--- src/srpr_pkg.sv ---
package srpr_pkg;

   // counter width default for the watchdog counters
   localparam int unsigned COUNTER_BITS_DEF = 24;

   // field widths
   localparam int unsigned BUDGET_W  = 18;
   localparam int unsigned TARGET_W  = 7;
   localparam int unsigned PCT_W     = 15;
   localparam int unsigned RATING_W  = 16;
   localparam int unsigned DZONE_W   = 8;
   localparam int unsigned GAIN_W    = 16;
   localparam int unsigned STEP_W    = 15;
   localparam int unsigned TICKS_W   = 24;

   // config port
   localparam int unsigned CSR_IDX_W  = 3;
   localparam int unsigned CSR_DATA_W = 24;

   // datapath widths
   localparam int unsigned PROD_W     = GAIN_W + BUDGET_W;   // gain * |budget|
   localparam int unsigned NUM_W      = PROD_W + 7;          // times 100
   localparam int unsigned DIVIDEND_W = NUM_W - 4;           // divide by 16 up front
   localparam int unsigned QUOT_W     = 16;
   localparam int unsigned DIV_CNT_W  = $clog2(DIVIDEND_W + 1);
   localparam int unsigned SCALE_PCT  = 100;
   localparam int unsigned FULL_SCALE_Q8 = 25600;

   typedef enum logic [CSR_IDX_W-1:0] {
      REG_PERCENT_MODE  = 3'd0,
      REG_RATED_POWER   = 3'd1,
      REG_DEAD_ZONE     = 3'd2,
      REG_ERROR_GAIN    = 3'd3,
      REG_STEP_LIMIT    = 3'd4,
      REG_WD_TIMEOUT    = 3'd5,
      REG_WD_RECOVERY   = 3'd6
   } csr_index_type;

   typedef struct packed {
      logic                percent_mode;
      logic [RATING_W-1:0] rated_power;
      logic [DZONE_W-1:0]  dead_zone;
      logic [GAIN_W-1:0]   error_gain;
      logic [STEP_W-1:0]   step_limit;
      logic [TICKS_W-1:0]  wd_timeout;
      logic [TICKS_W-1:0]  wd_recovery;
   } cfg_type;

   typedef struct packed {
      logic done;   // one-cycle pulse, quotient valid
      logic ovf;    // quotient does not fit QUOT_W bits
   } div_status_type;

endpackage

--- src/srpr_req_if.sv ---
interface srpr_req_if import srpr_pkg::*; ();
   logic                       valid;
   logic                       ready;
   logic signed [BUDGET_W-1:0] budget_watts;
   logic [TARGET_W-1:0]        target_percent;
   logic                       control_enable;
   logic                       boost;
   logic                       fault;
   logic                       link_kick;

   modport source (
      output valid, budget_watts, target_percent, control_enable, boost, fault, link_kick,
      input  ready
   );
   modport sink (
      input  valid, budget_watts, target_percent, control_enable, boost, fault, link_kick,
      output ready
   );
endinterface

--- src/srpr_rsp_if.sv ---
interface srpr_rsp_if import srpr_pkg::*; ();
   logic             valid;
   logic             ready;
   logic [PCT_W-1:0] output_percent_q8;
   logic             output_changed;
   logic             watchdog_holding;

   modport source (
      output valid, output_percent_q8, output_changed, watchdog_holding,
      input  ready
   );
   modport sink (
      input  valid, output_percent_q8, output_changed, watchdog_holding,
      output ready
   );
endinterface

--- src/srpr_csr.sv ---
module srpr_csr import srpr_pkg::*; (
   input  logic                  clock,
   input  logic                  reset,
   input  logic                  csr_we,
   input  logic [CSR_IDX_W-1:0]  csr_index,
   input  logic [CSR_DATA_W-1:0] csr_wdata,
   output cfg_type               cfg
);

   cfg_type cfg_ff, cfg_in;

   always_comb begin
      cfg_in = cfg_ff;
      if (csr_we) begin
         unique case (csr_index)
            REG_PERCENT_MODE: cfg_in.percent_mode = csr_wdata[0];
            REG_RATED_POWER:  cfg_in.rated_power  = csr_wdata[RATING_W-1:0];
            REG_DEAD_ZONE:    cfg_in.dead_zone    = csr_wdata[DZONE_W-1:0];
            REG_ERROR_GAIN:   cfg_in.error_gain   = csr_wdata[GAIN_W-1:0];
            REG_STEP_LIMIT:   cfg_in.step_limit   = csr_wdata[STEP_W-1:0];
            REG_WD_TIMEOUT:   cfg_in.wd_timeout   = csr_wdata[TICKS_W-1:0];
            REG_WD_RECOVERY:  cfg_in.wd_recovery  = csr_wdata[TICKS_W-1:0];
            default: ;
         endcase
      end
   end

   always_ff @(posedge clock) begin
      if (reset) begin
         cfg_ff.percent_mode <= 1'b0;
         cfg_ff.rated_power  <= RATING_W'(2000);
         cfg_ff.dead_zone    <= DZONE_W'(10);
         cfg_ff.error_gain   <= GAIN_W'(4096);
         cfg_ff.step_limit   <= STEP_W'(256);
         cfg_ff.wd_timeout   <= '0;
         cfg_ff.wd_recovery  <= '0;
      end else begin
         cfg_ff <= cfg_in;
      end
   end

   assign cfg = cfg_ff;

endmodule

--- src/srpr_wdog.sv ---
module srpr_wdog import srpr_pkg::*; #(
   parameter int unsigned COUNTER_BITS = COUNTER_BITS_DEF
) (
   input  logic               clock,
   input  logic               reset,
   input  logic               tick,
   input  logic               kick,
   input  logic               clear,
   input  logic [TICKS_W-1:0] timeout,
   input  logic [TICKS_W-1:0] recovery,
   output logic               holding
);

   localparam int unsigned XW = (COUNTER_BITS > TICKS_W) ? COUNTER_BITS : TICKS_W;
   localparam logic [COUNTER_BITS-1:0] CMAX = '1;

   logic [COUNTER_BITS-1:0] ticks_ff, ticks_in;
   logic [COUNTER_BITS-1:0] hold_ff, hold_in;
   logic [COUNTER_BITS-1:0] limit, rec_lim, tk;
   logic [XW-1:0]           tmo_x, rec_x, cmax_x;

   // settings wider than the counter saturate to its maximum
   assign tmo_x   = XW'(timeout);
   assign rec_x   = XW'(recovery);
   assign cmax_x  = XW'(CMAX);
   assign limit   = (tmo_x > cmax_x) ? CMAX : tmo_x[COUNTER_BITS-1:0];
   assign rec_lim = (rec_x > cmax_x) ? CMAX : rec_x[COUNTER_BITS-1:0];
   assign tk      = kick ? '0 : ticks_ff;

   always_comb begin
      ticks_in = ticks_ff;
      hold_in  = hold_ff;
      if (clear) begin
         hold_in = '0;
      end else if (tick) begin
         ticks_in = tk;
         if (timeout != '0) begin
            if (tk < limit) begin
               ticks_in = tk + 1'b1;
               if (hold_ff != '0) hold_in = hold_ff - 1'b1;
            end else begin
               hold_in = rec_lim;
            end
         end
      end
   end

   always_ff @(posedge clock) begin
      if (reset) begin
         ticks_ff <= '0;
         hold_ff  <= '0;
      end else begin
         ticks_ff <= ticks_in;
         hold_ff  <= hold_in;
      end
   end

   assign holding = (hold_ff != '0);

endmodule

--- src/srpr_div.sv ---
module srpr_div import srpr_pkg::*; (
   input  logic                  clock,
   input  logic                  reset,
   input  logic                  start,
   input  logic [DIVIDEND_W-1:0] dividend,
   input  logic [RATING_W-1:0]   divisor,
   output logic [QUOT_W-1:0]     quot,
   output div_status_type        status
);

   logic                  busy_ff, busy_in;
   logic                  done_ff, done_in;
   logic [DIV_CNT_W-1:0]  cnt_ff, cnt_in;
   logic [DIVIDEND_W-1:0] num_ff, num_in;
   logic [RATING_W-1:0]   rem_ff, rem_in;
   logic [QUOT_W-1:0]     quot_ff, quot_in;
   logic                  ovf_ff, ovf_in;
   logic [RATING_W:0]     rem_sh, diff;
   logic                  ge;

   // restoring division, one quotient bit a cycle; a zero divisor gives all ones
   assign rem_sh = {rem_ff, num_ff[DIVIDEND_W-1]};
   assign ge     = (rem_sh >= {1'b0, divisor});
   assign diff   = rem_sh - {1'b0, divisor};

   always_comb begin
      busy_in = busy_ff;
      done_in = 1'b0;
      cnt_in  = cnt_ff;
      num_in  = num_ff;
      rem_in  = rem_ff;
      quot_in = quot_ff;
      ovf_in  = ovf_ff;
      if (start) begin
         busy_in = 1'b1;
         cnt_in  = DIV_CNT_W'(DIVIDEND_W);
         num_in  = dividend;
         rem_in  = '0;
         quot_in = '0;
         ovf_in  = 1'b0;
      end else if (busy_ff) begin
         num_in  = {num_ff[DIVIDEND_W-2:0], 1'b0};
         rem_in  = ge ? diff[RATING_W-1:0] : rem_sh[RATING_W-1:0];
         quot_in = {quot_ff[QUOT_W-2:0], ge};
         ovf_in  = ovf_ff | quot_ff[QUOT_W-1];
         cnt_in  = cnt_ff - 1'b1;
         if (cnt_ff == DIV_CNT_W'(1)) begin
            busy_in = 1'b0;
            done_in = 1'b1;
         end
      end
   end

   always_ff @(posedge clock) begin
      if (reset) begin
         busy_ff <= 1'b0;
         done_ff <= 1'b0;
         cnt_ff  <= '0;
      end else begin
         busy_ff <= busy_in;
         done_ff <= done_in;
         cnt_ff  <= cnt_in;
      end
   end

   always_ff @(posedge clock) begin
      num_ff  <= num_in;
      rem_ff  <= rem_in;
      quot_ff <= quot_in;
      ovf_ff  <= ovf_in;
   end

   assign quot        = quot_ff;
   assign status.done = done_ff;
   assign status.ovf  = ovf_ff;

endmodule

--- src/slew_limited_power_regulator_core.sv ---
// Channel   Dir  Handshake       Payload
// req_ch    in   valid/ready     budget_watts, target_percent, control_enable, boost,
//                                fault, link_kick
// rsp_ch    out  valid/ready     output_percent_q8, output_changed, watchdog_holding
// csr_*     in   csr_we          csr_index, csr_wdata (no read-back)
//
// One item goes from accept to registered result through a multiply step, a scale
// step, the bit-serial divider by the rated power, the divider's done flag, then the
// apply step. A new item is accepted only after the previous one has been applied.
// req_ch.ready is high only while the sequencer is idle.
// A result held in the output register does not block the next accept; the apply
// cycle waits there until the previous result is taken.
// Reset is synchronous, active high, and clears state and configuration.
module slew_limited_power_regulator_core import srpr_pkg::*; #(
   parameter int unsigned COUNTER_BITS = COUNTER_BITS_DEF
) (
   input  logic                  clock,
   input  logic                  reset,
   srpr_req_if.sink              req_ch,
   srpr_rsp_if.source            rsp_ch,
   input  logic                  csr_we,
   input  logic [CSR_IDX_W-1:0]  csr_index,
   input  logic [CSR_DATA_W-1:0] csr_wdata
);

   typedef enum logic [4:0] {
      ST_IDLE  = 5'b00001,
      ST_MUL   = 5'b00010,
      ST_SCALE = 5'b00100,
      ST_DIV   = 5'b01000,
      ST_APPLY = 5'b10000
   } state_type;

   state_type state_ff, state_in;

   cfg_type        cfg;
   div_status_type div_st;
   logic [QUOT_W-1:0] quot;
   logic           holding;

   // latched item
   logic signed [BUDGET_W-1:0] budget_ff;
   logic [TARGET_W-1:0]        target_ff;
   logic                       enable_ff, boost_ff, fault_ff;

   logic [PCT_W-1:0]  cur_ff, cur_in;
   logic [PROD_W-1:0] prod_ff;
   logic [NUM_W-1:0]  num_scaled;
   logic [BUDGET_W-1:0] mag;

   logic             rsp_valid_ff, rsp_valid_in;
   logic [PCT_W-1:0] rsp_pct_ff;
   logic             rsp_changed_ff, rsp_hold_ff;

   logic accept, apply_fire;

   logic signed [BUDGET_W-1:0] cur_s, lim_s, tgt_s, dz_s, step_s, nv;
   logic [STEP_W-1:0]          step_mag;
   logic [PCT_W-1:0]           new_pct;

   srpr_csr u_csr (
      .clock     (clock),
      .reset     (reset),
      .csr_we    (csr_we),
      .csr_index (csr_index),
      .csr_wdata (csr_wdata),
      .cfg       (cfg)
   );

   srpr_wdog #(.COUNTER_BITS(COUNTER_BITS)) u_wdog (
      .clock    (clock),
      .reset    (reset),
      .tick     (accept),
      .kick     (req_ch.link_kick),
      .clear    (apply_fire && !enable_ff),
      .timeout  (cfg.wd_timeout),
      .recovery (cfg.wd_recovery),
      .holding  (holding)
   );

   assign num_scaled = NUM_W'(prod_ff) * NUM_W'(SCALE_PCT);

   srpr_div u_div (
      .clock    (clock),
      .reset    (reset),
      .start    (state_ff == ST_SCALE),
      .dividend (num_scaled[NUM_W-1:4]),
      .divisor  (cfg.rated_power),
      .quot     (quot),
      .status   (div_st)
   );

   assign accept     = req_ch.valid && req_ch.ready;
   assign apply_fire = (state_ff == ST_APPLY) && (!rsp_valid_ff || rsp_ch.ready);
   assign req_ch.ready = (state_ff == ST_IDLE);

   // magnitude of the budget; the most negative code maps to 2^17
   assign mag = budget_ff[BUDGET_W-1] ? (~budget_ff + 1'b1) : budget_ff;

   always_comb begin
      state_in = state_ff;
      unique case (state_ff)
         ST_IDLE:  if (accept) state_in = ST_MUL;
         ST_MUL:   state_in = ST_SCALE;
         ST_SCALE: state_in = ST_DIV;
         ST_DIV:   if (div_st.done) state_in = ST_APPLY;
         ST_APPLY: if (apply_fire) state_in = ST_IDLE;
         default:  state_in = ST_IDLE;
      endcase
   end

   // new output value
   always_comb begin
      cur_s = signed'(BUDGET_W'(cur_ff));
      lim_s = signed'(BUDGET_W'(cfg.step_limit));
      tgt_s = signed'(BUDGET_W'({target_ff, 8'b0}));
      dz_s  = signed'(BUDGET_W'(cfg.dead_zone));
      if (div_st.ovf || (quot > QUOT_W'(cfg.step_limit)))
         step_mag = cfg.step_limit;
      else
         step_mag = quot[STEP_W-1:0];
      step_s = budget_ff[BUDGET_W-1] ? -signed'(BUDGET_W'(step_mag))
                                     : signed'(BUDGET_W'(step_mag));
      nv = cur_s;
      if (holding || !enable_ff || fault_ff) begin
         if (cur_ff != '0) nv = cur_s - lim_s;
      end else if (boost_ff) begin
         nv = signed'(BUDGET_W'(FULL_SCALE_Q8));
      end else if (cfg.percent_mode) begin
         if (tgt_s > cur_s) begin
            nv = cur_s + lim_s;
            if (nv > tgt_s) nv = tgt_s;
         end else if (tgt_s < cur_s) begin
            nv = cur_s - lim_s;
            if (nv < tgt_s) nv = tgt_s;
         end
      end else if ((budget_ff > dz_s) || (budget_ff < -dz_s)) begin
         nv = cur_s + step_s;
      end
      if (nv > signed'(BUDGET_W'(FULL_SCALE_Q8)))
         new_pct = PCT_W'(FULL_SCALE_Q8);
      else if (nv < 0)
         new_pct = '0;
      else
         new_pct = nv[PCT_W-1:0];
   end

   assign cur_in = apply_fire ? new_pct : cur_ff;

   always_comb begin
      rsp_valid_in = rsp_valid_ff;
      if (apply_fire)
         rsp_valid_in = 1'b1;
      else if (rsp_ch.ready)
         rsp_valid_in = 1'b0;
   end

   always_ff @(posedge clock) begin
      if (reset) begin
         state_ff     <= ST_IDLE;
         rsp_valid_ff <= 1'b0;
         cur_ff       <= '0;
      end else begin
         state_ff     <= state_in;
         rsp_valid_ff <= rsp_valid_in;
         cur_ff       <= cur_in;
      end
   end

   always_ff @(posedge clock) begin
      if (accept) begin
         budget_ff <= req_ch.budget_watts;
         target_ff <= req_ch.target_percent;
         enable_ff <= req_ch.control_enable;
         boost_ff  <= req_ch.boost;
         fault_ff  <= req_ch.fault;
      end
      if (state_ff == ST_MUL)
         prod_ff <= PROD_W'(cfg.error_gain) * PROD_W'(mag);
      if (apply_fire) begin
         rsp_pct_ff     <= new_pct;
         rsp_changed_ff <= (new_pct != cur_ff);
         rsp_hold_ff    <= holding && enable_ff;   // control off clears the hold
      end
   end

   assign rsp_ch.valid             = rsp_valid_ff;
   assign rsp_ch.output_percent_q8 = rsp_pct_ff;
   assign rsp_ch.output_changed    = rsp_changed_ff;
   assign rsp_ch.watchdog_holding  = rsp_hold_ff;

endmodule

--- src/flat_wrapper.sv ---
// flat-port wrapper written by rule: the top's interface ports become plain ports
module slew_limited_power_regulator_core_flat import srpr_pkg::*;
#(
   parameter int unsigned COUNTER_BITS = COUNTER_BITS_DEF
)
  (clock, reset, csr_we, csr_index, csr_wdata, req_ch_valid, req_ch_budget_watts, req_ch_target_percent, req_ch_control_enable, req_ch_boost, req_ch_fault, req_ch_link_kick, req_ch_ready, rsp_ch_valid, rsp_ch_output_percent_q8, rsp_ch_output_changed, rsp_ch_watchdog_holding, rsp_ch_ready);
  srpr_req_if req_ch_i ();
  srpr_rsp_if rsp_ch_i ();
  input  logic clock;
  input  logic reset;
  input  logic csr_we;
  input  logic [CSR_IDX_W-1:0] csr_index;
  input  logic [CSR_DATA_W-1:0] csr_wdata;
  input wire logic [$bits(req_ch_i.valid)-1:0] req_ch_valid;
  input wire logic [$bits(req_ch_i.budget_watts)-1:0] req_ch_budget_watts;
  input wire logic [$bits(req_ch_i.target_percent)-1:0] req_ch_target_percent;
  input wire logic [$bits(req_ch_i.control_enable)-1:0] req_ch_control_enable;
  input wire logic [$bits(req_ch_i.boost)-1:0] req_ch_boost;
  input wire logic [$bits(req_ch_i.fault)-1:0] req_ch_fault;
  input wire logic [$bits(req_ch_i.link_kick)-1:0] req_ch_link_kick;
  output wire logic [$bits(req_ch_i.ready)-1:0] req_ch_ready;
  output wire logic [$bits(rsp_ch_i.valid)-1:0] rsp_ch_valid;
  output wire logic [$bits(rsp_ch_i.output_percent_q8)-1:0] rsp_ch_output_percent_q8;
  output wire logic [$bits(rsp_ch_i.output_changed)-1:0] rsp_ch_output_changed;
  output wire logic [$bits(rsp_ch_i.watchdog_holding)-1:0] rsp_ch_watchdog_holding;
  input wire logic [$bits(rsp_ch_i.ready)-1:0] rsp_ch_ready;
  assign req_ch_i.valid = req_ch_valid;
  assign req_ch_i.budget_watts = req_ch_budget_watts;
  assign req_ch_i.target_percent = req_ch_target_percent;
  assign req_ch_i.control_enable = req_ch_control_enable;
  assign req_ch_i.boost = req_ch_boost;
  assign req_ch_i.fault = req_ch_fault;
  assign req_ch_i.link_kick = req_ch_link_kick;
  assign req_ch_ready = req_ch_i.ready;
  assign rsp_ch_valid = rsp_ch_i.valid;
  assign rsp_ch_output_percent_q8 = rsp_ch_i.output_percent_q8;
  assign rsp_ch_output_changed = rsp_ch_i.output_changed;
  assign rsp_ch_watchdog_holding = rsp_ch_i.watchdog_holding;
  assign rsp_ch_i.ready = rsp_ch_ready;
  slew_limited_power_regulator_core #(.COUNTER_BITS(COUNTER_BITS)) u_core (.clock(clock), .reset(reset), .req_ch(req_ch_i), .rsp_ch(rsp_ch_i), .csr_we(csr_we), .csr_index(csr_index), .csr_wdata(csr_wdata));
endmodule
--- config.mk ---
export PLATFORM = sky130hd
export DESIGN_NAME = slew_limited_power_regulator_core_flat
export DESIGN_NICKNAME = d
export VERILOG_FILES = /design/src/srpr_pkg.sv /design/src/srpr_req_if.sv /design/src/srpr_rsp_if.sv /design/src/srpr_csr.sv /design/src/srpr_wdog.sv /design/src/srpr_div.sv /design/src/slew_limited_power_regulator_core.sv /design/src/flat_wrapper.sv
export SDC_FILE = /design/constraint.sdc
export NUM_CORES = 2
export LEC_CHECK = 0
export ABC_CLOCK_PERIOD_IN_PS = 8000
export BUFFER_PORTS_ARGS = -buffer_cell sky130_fd_sc_hd__buf_2
export CAP_MARGIN = 5
export CORE_UTILIZATION = 59
export DETAILED_ROUTE_END_ITERATION = 6
export PLACE_DENSITY_LB_ADDON = 0.1
export SYNTH_ARGS = -nofsm -noshare
export SYNTH_HDL_FRONTEND = slang
export SYNTH_SLANG_ARGS = --single-unit
--- constraint.sdc ---
create_clock -name clock -period 8 [get_ports clock]
set_input_delay 1.6 -clock clock [delete_from_list [all_inputs] [get_ports clock]]
set_output_delay 1.6 -clock clock [all_outputs]
set_load 0.02 [all_outputs]
* After elaboration in Yosys (flattened, before gate mapping) *
Cells that the tools add are included.

word-level totals
  bits in registers = 330
  input port bits = 61

operators by class
  reduce and logical (&&, ||, !) cells = 30
  $add $sub $neg = 10
  eq/ne operators = 17
  bitwise gates (word level) = 4
  multipliers = 2
  order comparisons = 13
  multiplexer cells = 36

operator list
  operator                                                                            count
  18-bit two-way mux                                                                  11
  24-bit two-way mux                                                                  7
  37-bit two-way mux                                                                  2
  24-bit greater-than comparator (second input constant)                              2
  24-bit nonzero test                                                                 2
  15-bit two-way mux                                                                  3
  34-bit by 5-bit multiplier with 39-bit output (second input constant)               1
  16-bit by 18-bit multiplier with 34-bit output                                      1
  5-bit case mux with 5 select lines                                                  1
  24-bit by 1-bit adder with 24-bit output (second input constant)                    1
  24-bit less-than comparator                                                         1
  24-bit by 1-bit subtractor with 24-bit output (second input constant)               1
  16-bit by 18-bit adder with 18-bit output                                           1
  18-bit by 1-bit adder with 18-bit output (second input constant)                    1
  18-bit by 16-bit greater-than comparator with 1-bit output                          1
  18-bit by 16-bit greater-than comparator with 1-bit output (second input constant)  1
  18-bit by 9-bit greater-than comparator with 1-bit output                           1
  18-bit by 1-bit less-than comparator with 1-bit output (second input constant)      1
  18-bit by 16-bit less-than comparator with 1-bit output                             1
  18-bit less-than comparator                                                         1
  15-bit negator with 18-bit output                                                   1
  8-bit negator with 18-bit output                                                    1
  18-bit inverter                                                                     1
  17-bit by 16-bit greater-or-equal comparator with 1-bit output                      1
  other kinds (35)                                                                    67

* Depth between registers and ports, before layout *
  depth after elaboration = 14
  depth in mapped cells = 35
  gate-level depth less buffers = 32

* Hierarchy *
A second synthesis with hierarchy kept.

unflattened totals
  cells, all modules = 3,898
  area total of the unflattened synthesis = 34,682.0 µm²

modules (own cells, without submodules)
  module                             cells an instance  area each (µm²)  times used
  slew_limited_power_regulator_core  2,630              22,429.0         1
  srpr_csr                           386                4,289.1          1
  srpr_div                           377                4,086.4          1
  srpr_wdog                          505                3,877.5          1

* Worst setup path before layout *
OpenSTA, ideal clock, no wires.

  path type = register to register
  from = reg u_core.budget_ff[2]
  to = reg u_core.prod_ff[32] (data pin)
  arrival time = 7.763 ns
  stages on the path, launching flop included = 32
  path slack = -0.025 ns
  required time = 7.738 ns
  cells stage by stage = edfxtp_1 > nor4_1 > nand2b_1 > nor2_1 > nand3_1 > o41ai_1 > xnor2_1 > clkbuf_1 > nand2_1 > fa_1 > inv_1 > fa_1 > inv_1 > fa_1 > inv_1 > fa_1 > inv_1 > fa_1 > inv_1 > fa_1 > ha_1 > and3_1 > a21oi_1 > o31ai_1 > o41ai_1 > o21ai_0 > o41a_1 > a211oi_1 > nor3_1 > a21boi_0 > o21bai_1 > xor2_1

between the ends
  longest elaborated chain between the ends = 4

RTL lines
  what                                              line                                      source
  from (decl)                                       slew_limited_power_regulator_core.sv:42   logic signed [BUDGET_W-1:0] budget_ff;
  from (signal assigned)                            slew_limited_power_regulator_core.sv:172  budget_ff <= req_ch.budget_watts;
  18-bit inverter                                   slew_limited_power_regulator_core.sv:98   assign mag = budget_ff[BUDGET_W-1] ? (~budget_ff + 1'b1) : budget_ff;
  18-bit by 1-bit adder with 18-bit output          slew_limited_power_regulator_core.sv:98
  18-bit two-way mux *                              slew_limited_power_regulator_core.sv:98
  16-bit by 18-bit multiplier with 34-bit output *  slew_limited_power_regulator_core.sv:179  prod_ff <= PROD_W'(cfg.error_gain) * PROD_W'(mag);
  to (signal assigned)                              slew_limited_power_regulator_core.sv:179
  to (decl)                                         slew_limited_power_regulator_core.sv:47   logic [PROD_W-1:0] prod_ff;

Mark *: on every way between the ends. The rest lies on a longest branch, timed or not.
A chain may end at the register's enable or synchronous reset.

* Worst setup path after layout *
  from = reg u_core.budget_ff[4]
  to = reg u_core.prod_ff[30] (data pin)

Same word-level chain as after synthesis.

==> results.cfg <==
[outcome]
status = finished, final reports clean

[setup_path]
critical_path_class = flip-flop to flip-flop
path_max_fanout = 5
critPathCaptureType = flip-flop
crit_buf_inv = 5
cpMostUsedCell = fa_1
cp_slowest_cell = fa_1
cp.required_ns = 8.32
crit_path_max_incr_delay_ns = 0.60
worstSetupStartpointType = flip-flop
cp.arrival_ns = 8.10
crit_family = adder cells

[sta]
setup_viol = 0
worst_clock_skew_ns = 0.02565
relSlewSlack = 0.2625
worst_hold_slack_ns = 0.4539
slew_violations = 0
final_hold_viol_count = 0
tightest_slew_ns = 1.100
finalCritPeriodShare = 0.9726
timing.fmax_mhz = 128.5
period_minus_slack_ns = 7.781

[routing]
viasPerCell = 5.749
drtIter0Drc = 2558
dr.pass1.iters = 6
wl_per_cell_um = 18.34
wl_um = 88840
ant_nets = 0
vias = 27840
drcViolationCount = 0

[final_layout]
utilization = 0.6657
diodes = 0
drive_gt1_frac = 0.09890
layout.nets = 4744
n_fill_cell = 4752
synthToLayoutAreaGrowth_pct = 11.31

[clock_network]
cts_made_buffers = 40
root_buffer = clkbuf_16
cts.htree.levels = 2
insertion_delay_ns = 0.59
cts_tree = built
cts_hold_buf = 0
cts_buffer_depth = 3
clk_pin_slew_ns = 0.06
cts_sinks = 330

[global_routing]
grt_pass1_vias = 26710
grt-ovfl-total = 0
grt_max_degree = 84
grtUsageTotal = 0.3136
antenna_found_initial = 3
grt_pass1_wl_um = 141400

[placement]
gp_congestion = 0.9838
io_buffers = 79
place_hpwl_um = 68530

[synth]
synth_top_cells_by_area = fa_1 15%, ha_1 14%, dfxtp_1 13%
ys_warn_count = 0
yosysSeqAreaShare = 0.2357
async_flop_share = 0
syn_inst = 3939
post_synth_num_cell_types = 93
synth_seq_cells = 330
netlist_area_mm2 = 0.03295
synth.top_cell.area_share = 0.1549
syn_area_per_cell_um2 = 8.365
yosysTopAreaCell = fa_1
synth_edf_count = 116
synthesis.nets = 4620
synthFlopType = dfxtp_1

[power]
p_leak_uw = 0.01654
p_per_area_mw_per_mm2 = 178.2
ir_drop_uv = 217.7

[floorplan]
initial_core_util = 0.5980
rows = 86
die_h_um = 238.3
pin_count = 80
core_area_mm2 = 0.05509
die_x_um = 238.3
dieArea_mm2 = 0.05679

[worst_hold_path]
min_path_type = flip-flop to flip-flop

[run]
drv_cap = 0
report_power, final:
part	switching (uW)	total [uW]	internal [uW]
Sequential	102	1970	1870
Clock	777	1920	1150
Combinational	1560	2640	1080
Total	2440	6530	4090
layer usage:
layer | share of wire | vias up | track usage
li1 | - | 13520 | -
met1 | 0.46 | 13130 | 0.4533
met2 | 0.42 | 1026 | 0.4743
met3 | 0.088 | 164 | 0.06756
met4 | 0.027 | 2 | 0.08197
met5 | 0.000090 | - | 0
area by class of cell:
class / count / area (um^2) / share of cell area
Timing Repair Buffer: 241 / 1652 / 0.04504
Clock inverter: 18 / 230.2 / 0.006278
Inverter: 522 / 1959 / 0.05343
Clock buffer: 56 / 1215 / 0.03313
Sequential cell: 330 / 7770 / 0.2119
Multi-Input combinational cell: 2928 / 22910 / 0.6247
Tap cell: 748 / 935.9 / 0.02552
cells in the mapped netlist (8+ instances only):
cell,count
a41oi_1,9
o21a_1,24
o41ai_1,9
mux2i_1,35
nor4_1,47
a21oi_1,299
o22ai_1,8
a211o_1,13
nor3b_1,8
a31oi_1,9
o211ai_1,17
o31a_1,10
xnor2_1,94
dfxtp_1,214
clkbuf_1,134
o21ai_0,145
ha_1,365
o31ai_1,20
and2_1,107
buf_1,14
xor2_1,69
nor3_1,71
nand2b_1,27
edfxtp_1,116
nand3_1,66
nand4_1,38
a21o_1,44
o21bai_1,19
nor2_1,225
fa_1,255
o21ai_1,9
nor2b_1,53
nand2_1,590
or4_1,17
a211oi_1,35
or3_1,22
and3_1,20
a21boi_0,13
inv_1,520
buf_2,8
or2_2,14
a311oi_1,9
flip-flops by register name (all words and copies together), names as in the netlist, 6 cells and up:
| name | count |
|---|---|
| u_core.budget_ff | 18 |
| u_core.cur_ff | 15 |
| u_core.prod_ff | 34 |
| u_core.rsp_ch.output_percent_q8 | 15 |
| u_core.target_ff | 7 |
| u_core.u_csr.cfg | 104 |
| u_core.u_div.cnt_ff | 6 |
| u_core.u_div.num_ff | 37 |
| u_core.u_div.quot | 16 |
| u_core.u_div.rem_ff | 16 |
| u_core.u_wdog.hold_ff | 24 |
| u_core.u_wdog.ticks_ff | 24 |
cells by family (layout without fill, tap and decap cells):
logic type               count (synthesis)  after routing  synth area share
AO/OA/AOI/OAI                          770            770            0.1472
AND/OR/NAND/NOR                       1337           1337            0.1899
multiplexers                            38             38           0.01177
flip-flops                             330            330            0.2357
buffers and inverters                  681            837           0.07846
XOR/XNOR                               163            163           0.04333
adder cells (fa/ha/maj)                620            620            0.2935
final timing paths:
| path | startpoint | slack, ns | depth (start not counted) | to |
|---|---|---|---|---|
| worst min register to register | u_core.u_csr.cfg[89]$_SDFFE_PP0P_ | 0.45 | 2 | u_core.u_csr.cfg[89]$_SDFFE_PP0P_ |
| worst min-delay path | u_core.u_csr.cfg[89]$_SDFFE_PP0P_ | 0.45 | 2 | u_core.u_csr.cfg[89]$_SDFFE_PP0P_ |
| worst max register to register | u_core.budget_ff[4]$_DFFE_PP_ | 0.22 | 31 | u_core.prod_ff[30]$_DFFE_PP_ |
| worst max-delay path | u_core.budget_ff[4]$_DFFE_PP_ | 0.22 | 31 | u_core.prod_ff[30]$_DFFE_PP_ |
metrics by stage:
step	cells	total power [uW]	setup slack (ns)	cell area, um^2	setup TNS, ns
2_1_floorplan	3939	3837	0.1281	32960	0
3_3_place_gp	4762	4506	0.04659	34890	0
3_5_place_dp	4762	4539	-0.04086	34890	-0.05080
4_1_cts	4836	6475	0.04093	36340	0
5_1_grt	4843	6963	-0.1366	36670	-0.2835
6_report	4843	6534	0.2193	36670	0
worst min-delay path, stage by stage (launching register included):
cell	delay (ns)
dfxtp_1	0.31
nand2_1	0.05
a21oi_1	0.05
repair_timing:
| item | CTS | global route |
|---|---|---|
| pin swaps | 0 | 41 |
| resized for setup | 1 | 63 |
| setup endpoints to repair | 2 | 9 |
| buffers inserted | 0 | 8 |
| hold endpoints to repair | 0 | 0 |
cell usage in the layout (no fill, tap or decap), types with 14 or more instances in the layout:
cell type	n
nand2_1	589
inv_1	519
ha_1	360
a21oi_1	296
fa_1	254
nor2_1	222
dfxtp_1	212
buf_4	160
o21ai_0	136
edfxtp_1	116
and2_1	106
xnor2_1	88
buf_2	78
xor2_1	69
nor3_1	68
nand3_1	64
nor2b_1	53
a21o_1	44
nor4_1	43
clkbuf_16	43
nand4_1	38
mux2i_1	35
a211oi_1	33
nand2b_1	27
o21a_1	24
or3_1	22
o21bai_1	19
and3_1	18
o211ai_1	17
or4_1	17
o31ai_1	17
or2_2	14
No activity file was read; power rests on OpenSTA's default activity.
